<file path="config.mk">
export PLATFORM = sky130hd
export DESIGN_NAME = comb_sort_descending_tagged_unit
export DESIGN_NICKNAME = d
export VERILOG_FILES = /design/src/hdl/cmbsrt_pkg.sv /design/src/hdl/comb_sort_descending_tagged_unit.sv
export SDC_FILE = /design/constraint.sdc
export NUM_CORES = 2
export LEC_CHECK = 0
export BUFFER_PORTS_ARGS = -buffer_cell sky130_fd_sc_hd__buf_2
export CAP_MARGIN = 5
export CORE_MARGIN = 4
export CORE_UTILIZATION = 48
export CTS_BUF_LIST = sky130_fd_sc_hd__clkbuf_2
export CTS_CLUSTER_DIAMETER = 120
export CTS_CLUSTER_SIZE = 8
export DETAILED_ROUTE_END_ITERATION = 8
export GPL_TIMING_DRIVEN = 0
export MAX_ROUTING_LAYER = met4
export REMOVE_ABC_BUFFERS = 1
export SLEW_MARGIN = 10
export SYNTH_ARGS = -nofsm -noshare
export SYNTH_HDL_FRONTEND = slang
export SYNTH_SLANG_ARGS = --single-unit
export TNS_END_PERCENT = 10
</file>
<file path="constraint.sdc">
create_clock -name clk -period 8.9 [get_ports clk]
set_input_delay 0.89 -clock clk [delete_from_list [all_inputs] [get_ports clk]]
set_output_delay 0.89 -clock clk [all_outputs]
set_load 0.02 [all_outputs]
</file>
<file path="src/hdl/cmbsrt_pkg.sv">
`default_nettype none
// ----------------------------------------------------------------------------
// cmbsrt_pkg
// Widths, the set size limit and the gap shrink arithmetic for the
// descending comb sort unit.
// ----------------------------------------------------------------------------
package cmbsrt_pkg;

  localparam int unsigned MAX_ITEMS = 64;
  localparam int unsigned ADDR_W    = $clog2(MAX_ITEMS);
  localparam int unsigned CNT_W     = $clog2(MAX_ITEMS + 1);

  localparam int unsigned KEY_W  = 32;
  localparam int unsigned TAG_W  = 16;
  localparam int unsigned DATA_W = KEY_W + TAG_W;

  // gap * 10 / 13 is done as a multiply by a rounded-up reciprocal.
  // The error stays below one unit for every gap up to 64.
  localparam int unsigned SHRINK_FRAC = 16;
  localparam int unsigned RECIP13     = (1 << SHRINK_FRAC) / 13 + 1;
  localparam logic [SHRINK_FRAC-1:0] SHRINK_MUL = SHRINK_FRAC'(10 * RECIP13);

  // Gaps that the comb sort 11 rule replaces, their replacement, and the floor.
  localparam logic [CNT_W-1:0] GAP_NINE   = CNT_W'(9);
  localparam logic [CNT_W-1:0] GAP_TEN    = CNT_W'(10);
  localparam logic [CNT_W-1:0] GAP_ELEVEN = CNT_W'(11);
  localparam logic [CNT_W-1:0] GAP_ONE    = CNT_W'(1);

  typedef struct packed {
    logic [TAG_W-1:0] tag;
    logic [KEY_W-1:0] key;
  } entry_t;

endpackage
`default_nettype wire

</file>
<file path="src/hdl/comb_sort_descending_tagged_unit.sv">
`default_nettype none
// ----------------------------------------------------------------------------
// comb_sort_descending_tagged_unit
// Collects key/tag pairs and returns them in descending key order.
//
// Usage: pairs arrive on the slave stream (key in tdata[31:0], tag in
// tdata[47:32]); tlast closes the set, and so does the request that fills
// the 64th slot. The unit then stops taking requests and runs a comb sort
// (shrink 10/13, gaps of 9 and 10 become 11) over a single-port-write,
// dual-read store. A compare runs the read and compare states, plus the
// write-back on a swap; each pass adds a check state. One compare-swap at
// a time is the limit. The sorted pairs leave on the master stream, each
// read into the output register before it is offered, with tlast on the
// final pair. A stalled receiver holds the current result in its output
// register; nothing is dropped. After the last result is taken the unit
// is ready for a new set. Loading costs one cycle per pair. Reset empties
// the set and returns the unit to loading; the store is not cleared.
// ----------------------------------------------------------------------------
module comb_sort_descending_tagged_unit (
  input  wire                           clk,
  input  wire                           rst,
  input  wire                           s_axis_tvalid,
  output logic                          s_axis_tready,
  input  wire  [cmbsrt_pkg::DATA_W-1:0] s_axis_tdata,  // [31:0] sort_key, [47:32] item_tag
  input  wire                           s_axis_tlast,  // last_item
  output logic                          m_axis_tvalid,
  input  wire                           m_axis_tready,
  output logic [cmbsrt_pkg::DATA_W-1:0] m_axis_tdata,  // [31:0] out_key, [47:32] out_tag
  output logic                          m_axis_tlast   // out_last
);
  import cmbsrt_pkg::*;

  typedef enum logic [6:0] {
    ST_LOAD  = 7'b0000001,
    ST_CHECK = 7'b0000010,
    ST_READ  = 7'b0000100,
    ST_CMP   = 7'b0001000,
    ST_WRB   = 7'b0010000,
    ST_ORD   = 7'b0100000,
    ST_OUT   = 7'b1000000
  } state_t;

  state_t           state;
  logic [CNT_W-1:0] count;
  logic [CNT_W-1:0] gap;
  logic             swap;
  logic [CNT_W-1:0] idx_i;
  logic [CNT_W-1:0] idx_k;

  entry_t mem [MAX_ITEMS];
  entry_t rd_a;
  entry_t rd_b;

  logic                         in_fire;
  logic                         out_fire;
  logic                         set_done;
  logic [CNT_W-1:0]             count_inc;
  logic [CNT_W-1:0]             idx_j;
  logic                         in_range;
  logic                         do_swap;
  logic                         out_last;
  logic [CNT_W+SHRINK_FRAC-1:0] shrink_prod;
  logic [CNT_W-1:0]             gap_div;
  logic [CNT_W-1:0]             gap_next;

  logic               wr_en;
  logic [ADDR_W-1:0]  wr_addr;
  entry_t             wr_data;

  assign s_axis_tready = (state == ST_LOAD);
  assign m_axis_tvalid = (state == ST_OUT);
  assign in_fire       = s_axis_tvalid && s_axis_tready;
  assign out_fire      = m_axis_tvalid && m_axis_tready;

  assign count_inc = count + CNT_W'(1);
  assign set_done  = s_axis_tlast || (count_inc == CNT_W'(MAX_ITEMS));
  assign idx_j     = idx_i + gap;
  assign in_range  = (idx_j < count);
  assign do_swap   = (rd_a.key < rd_b.key);
  assign out_last  = ((idx_k + CNT_W'(1)) == count);

  assign m_axis_tdata = rd_a;
  assign m_axis_tlast = out_last;

  // Next gap: gap * 10 / 13, then the comb sort 11 corrections.
  always_comb begin
    shrink_prod = (CNT_W + SHRINK_FRAC)'(gap) * (CNT_W + SHRINK_FRAC)'(SHRINK_MUL);
    gap_div     = shrink_prod[CNT_W+SHRINK_FRAC-1:SHRINK_FRAC];
    if ((gap_div == GAP_NINE) || (gap_div == GAP_TEN)) begin
      gap_next = GAP_ELEVEN;
    end else if (gap_div < GAP_ONE) begin
      gap_next = GAP_ONE;
    end else begin
      gap_next = gap_div;
    end
  end

  // Single store write port: loading, then the two halves of a swap.
  always_comb begin
    wr_en   = 1'b0;
    wr_addr = count[ADDR_W-1:0];
    wr_data = entry_t'(s_axis_tdata);
    if (in_fire) begin
      wr_en = 1'b1;
    end else if ((state == ST_CMP) && do_swap) begin
      wr_en   = 1'b1;
      wr_addr = idx_i[ADDR_W-1:0];
      wr_data = rd_b;
    end else if (state == ST_WRB) begin
      wr_en   = 1'b1;
      wr_addr = idx_j[ADDR_W-1:0];
      wr_data = rd_a;
    end
  end

  always_ff @(posedge clk) begin
    if (wr_en) begin
      mem[wr_addr] <= wr_data;
    end
    if ((state == ST_READ) && in_range) begin
      rd_a <= mem[idx_i[ADDR_W-1:0]];
      rd_b <= mem[idx_j[ADDR_W-1:0]];
    end else if (state == ST_ORD) begin
      rd_a <= mem[idx_k[ADDR_W-1:0]];
    end
  end

  always_ff @(posedge clk) begin
    if (rst) begin
      state <= ST_LOAD;
      count <= '0;
      gap   <= '0;
      swap  <= 1'b0;
      idx_i <= '0;
      idx_k <= '0;
    end else begin
      unique case (state)
        ST_LOAD: begin
          if (in_fire) begin
            count <= count_inc;
            if (set_done) begin
              gap   <= count_inc;
              swap  <= 1'b0;
              state <= ST_CHECK;
            end
          end
        end
        ST_CHECK: begin
          // A pass runs while the gap exceeds one or the last pass swapped.
          if ((gap > GAP_ONE) || swap) begin
            gap   <= gap_next;
            swap  <= 1'b0;
            idx_i <= '0;
            state <= ST_READ;
          end else begin
            idx_k <= '0;
            state <= ST_ORD;
          end
        end
        ST_READ: begin
          state <= in_range ? ST_CMP : ST_CHECK;
        end
        ST_CMP: begin
          if (do_swap) begin
            swap  <= 1'b1;
            state <= ST_WRB;
          end else begin
            idx_i <= idx_i + CNT_W'(1);
            state <= ST_READ;
          end
        end
        ST_WRB: begin
          idx_i <= idx_i + CNT_W'(1);
          state <= ST_READ;
        end
        ST_ORD: begin
          state <= ST_OUT;
        end
        ST_OUT: begin
          if (out_fire) begin
            if (out_last) begin
              count <= '0;
              gap   <= '0;
              swap  <= 1'b0;
              state <= ST_LOAD;
            end else begin
              idx_k <= idx_k + CNT_W'(1);
              state <= ST_ORD;
            end
          end
        end
        default: begin
          state <= ST_LOAD;
        end
      endcase
    end
  end

`ifndef SYNTHESIS
  // Loading and emitting never overlap.
  a_no_overlap: assert property (@(posedge clk) disable iff (rst)
    !(s_axis_tready && m_axis_tvalid))
    else $error("request accepted while a result is pending");

  // A compare only ever sees two slots of the current set.
  a_cmp_in_set: assert property (@(posedge clk) disable iff (rst)
    (state == ST_CMP) |-> (idx_j < count) && (gap != '0))
    else $error("compare outside the loaded set");

  // A swap write-back only follows a compare, with the swap flag already set.
  a_swap_flag: assert property (@(posedge clk) disable iff (rst)
    (state == ST_WRB) |-> swap && $past(state == ST_CMP))
    else $error("second swap write without a swapping compare");

  // Emission stays within the set: the result index never passes the last slot.
  a_out_in_set: assert property (@(posedge clk) disable iff (rst)
    m_axis_tvalid |-> (idx_k < count))
    else $error("result index beyond the set");
`endif

endmodule
`default_nettype wire

</file>
==> results by group <==
Critical path
  • Crit path DAT: 9.33 ns
  • Worst path required time: 10.54 ns
  • Worst setup path end: mem[9][43]$_DFFE_PP_
  • Worst r2r path cells: 12
  • Startpoint Class: flop
  • Setup Crit Path Kind: flop to flop
  • Reg2reg end: mem[9][43]$_DFFE_PP_
  • R2R Setup Slk: 1.21 ns
  • RR Startpoint: m_axis_tdata[26]$_DFFE_PP_
  • Crit end category: flop
  • Crit path launch: m_axis_tdata[26]$_DFFE_PP_
  • Crit Path Max Fanout: 14

Detailed routing
  • Vias/cell: 7.66
  • WL/cell: 46.6 microns
  • Starting DRT DRC Count: 16.2k
  • Drt drc: 0
  • Vias: 104k
  • Detail Route Antenna Nets: 0
  • Routed Wire Length: 632 mm
  • DR pass1 iterations: 6

Placed design
  • Post-place instance area: 193000 sq um
  • DP Wirelength: 449 mm
  • RePlAce Congestion: 0.770
  • Inst Count DP: 13.0k
  • Input/output buffers: 103

STA
  • Setup TNS: 0 ns
  • Final-report hold violation count: 0
  • Tmin final: 7.69 ns
  • Worst Hold Slack: 0.288 ns
  • Slew Limit Fails: 0
  • Worst Skew: 0.343 ns
  • Final setup fails: 0
  • Worst-Margin Slew: 1.41 ns
  • Max Clock Freq: 130 MHz
  • Period utilization: 86.4%
  • RSZ-0062 raised after global routing: no
  • Max-slew headroom: 5.56%

Power
  • Clk pwr share: 19.6%
  • Switching share of power: 30.8%
  • Total design power: 35.1 mW
  • Static Leak: 57.2 nW
  • Int Pwr: 24.3 mW
  • Sw Pwr: 10.8 mW
  • Pwr dens: 178 nW/um^2
  • Combinational share of power: 31.9%
  • Reg power frac: 48.5%
  • Maximum vdd drop: 0.116 mV

Clocking
  • Register clock-pin slew on the reported worst setup and hold paths: 0.26 ns
  • CTS tree: yes
  • Clock sink total: 3216
  • Post-cts sizing count: 0
  • Clock insertion delay at the later pin of the skew report: 2.26 ns
  • Depth of the CTS H-tree: 5
  • Clk buf depth: 4
  • Root Buffer: clkbuf_2
  • Total of hold buffers inserted after clock tree synthesis: 102
  • # Post-CTS Setup Buffers: 0
  • CTS Buf Count: 439

Global route
  • Total grt overflow: 0
  • Vias in the first global route: 105k
  • First-pass GRT wire length: 868 mm
  • Largest net degree at the start of global routing: 59
  • GR Util All Layers: 35.0%
  • Initial antenna violation count: 17

Finish
  • Synth-to-Final Area Change: 13.0%
  • Final net count: 8911
  • Design area: 197000 sq um
  • Commonest non-fill, non-tap cell in the layout: edfxtp_1
  • Commonest non-fill, non-tap cells in the layout: edfxtp_1 (3168), mux4_2 (2922), clkbuf_2 (468)
  • Share of cells above drive strength 1: 51.2%
  • Fin cells: 13.6k

Yosys
  • Syn avg cell area: 21.4 sq um
  • Ys Warns: 0
  • Top post-synthesis cells by area: edfxtp_1 (55%), mux4_2 (38%), clkbuf_1 (0.92%)
  • Flop and latch count out of synthesis: 3216
  • Mapped Area: 174000 sq um
  • Post-Syn Instances: 8143
  • Part of the Yosys area used for sequential elements: 55.2%
  • Yosys top cell by area: edfxtp_1
  • Main synth FF type: edfxtp_1
  • Netlist cell types: 81
  • Area share of the largest cell type after synthesis: 54.7%
  • Synth async-reset ratio: 0%
  • Number of enable flip-flop cells after synthesis: 3168

Die
  • Die height: 610 microns
  • Number of placed I/O pins: 104
  • Site Rows: 220
  • Starting Density: 48.3%
  • Core area: 360000 sq um
  • Die width: 610 microns
  • Die area: 372000 sq um

Outcome
  • Status: finished, final reports clean

Worst hold path
  • HP Class: input pin to flop

Run
  • Number of max-cap violations: 0
==> cell usage after synthesis (16+ instances only) <==
| master | n |
|---|---|
| edfxtp_1 | 3168 |
| mux4_2 | 2922 |
| clkbuf_1 | 425 |
| nand2_1 | 206 |
| buf_2 | 156 |
| mux2_2 | 134 |
| nor2_1 | 133 |
| buf_1 | 132 |
| mux2i_1 | 120 |
| ha_1 | 104 |
| o21ai_0 | 104 |
| a21oi_1 | 72 |
| inv_1 | 69 |
| dfxtp_1 | 48 |
| a22oi_1 | 47 |
| nand3_1 | 31 |
| buf_4 | 22 |
| xnor2_1 | 22 |
| nor3_1 | 18 |
| fa_1 | 16 |
==> metrics by stage <==
step | setup slack (ns) | utilization (%)
after floorplan | -24.76 | -
after global routing | 1.31 | 54.6
after detailed placement | 1.95 | 53.6
after CTS | 1.79 | 54.6
final | 1.21 | 54.6
after global placement | -51.73 | 49.3
==> worst min-delay path by stage <==
stage / from / to / slack (ns) / depth (start not counted)
after global placement: idx_k[6]$_SDFFE_PP0P_ / idx_k[6]$_SDFFE_PP0P_ / 0.49 / 2
final: m_axis_tready / state[0]$_SDFFE_PP1P_ / 0.29 / 6
after detailed placement: idx_k[6]$_SDFFE_PP0P_ / idx_k[6]$_SDFFE_PP0P_ / 0.51 / 2
after global routing: s_axis_tdata[3] / mem[35][3]$_DFFE_PP_ / 0.18 / 4
after floorplan: idx_k[6]$_SDFFE_PP0P_ / idx_k[6]$_SDFFE_PP0P_ / 0.46 / 2
after CTS: s_axis_tdata[46] / mem[6][46]$_DFFE_PP_ / 0.03 / 4
==> routing by layer <==
| metal | vias up | part of all wire (%) | GRT usage [%] |
|---|---|---|---|
| met3 | 1609 | 14 | 10.4 |
| met1 | 56349 | 36 | 47.5 |
| met4 | 0 | 5.1 | 14.2 |
| li1 | 38075 | - | - |
| met2 | 7947 | 45 | 50.1 |
| met5 | - | 0 | - |
==> layout make-up <==
| class | instances | area [sq um] |
|---|---|---|
| fillers | 26941 | 163000 |
| flip-flops and latches | 3216 | 96100 |
| multi-input cells | 4118 | 75300 |
| repair buffers | 894 | 16300 |
| well taps | 4773 | 5970 |
| clock buffers | 468 | 2340 |
| clock inverters | 20 | 289 |
| inverters | 69 | 259 |
| diodes | 13 | 32.5 |
==> sequential cells by signal (all words and copies together) (netlist names), named ones only <==
signal and count:
mem 3072, m_axis_tdata 48, rd_b 48, count 7, gap 7, idx_i 7, idx_k 7, state 7
swap 1
==> logic make-up (layout without fill, tap and decap cells) <==
kind of cell,Yosys count,after routing,synth area share (%)
DFF,3216,3216,55.2
muxes,3176,3176,39.4
buffers and inverters,809,1451,1.93
and+or+nand+nor,475,475,1.24
AOI/OAI and AO/OA,318,318,1.17
adders and majority gates,120,120,0.932
xor gates and xnor gates,29,29,0.146
other,0,13,0
==> power by group through the flow <==
stage               clock [mW]  sequential, mW  combinational [mW]
detailed placement           0            17.4                11.1
CTS                       7.04            17.0                11.2
floorplan                    0            17.4                10.7
global route              7.65            17.0                11.8
finish                    6.89            17.0                11.2
global placement             0            17.6                12.3
==> worst max-delay path, cell delays in order, from the launching register on <==
cell	delay, ns
edfxtp_1	0.62
ha_1	0.41
nand2_1	0.10
o21ai_0	0.41
a211oi_1	1.25
o2111a_1	0.49
o21ai_4	0.33
a221oi_1	0.83
nand3_1	0.88
nor2_4	0.97
buf_12	0.29
buf_12	0.22
buf_12	0.24
Power figures use the tool's default switching activity.
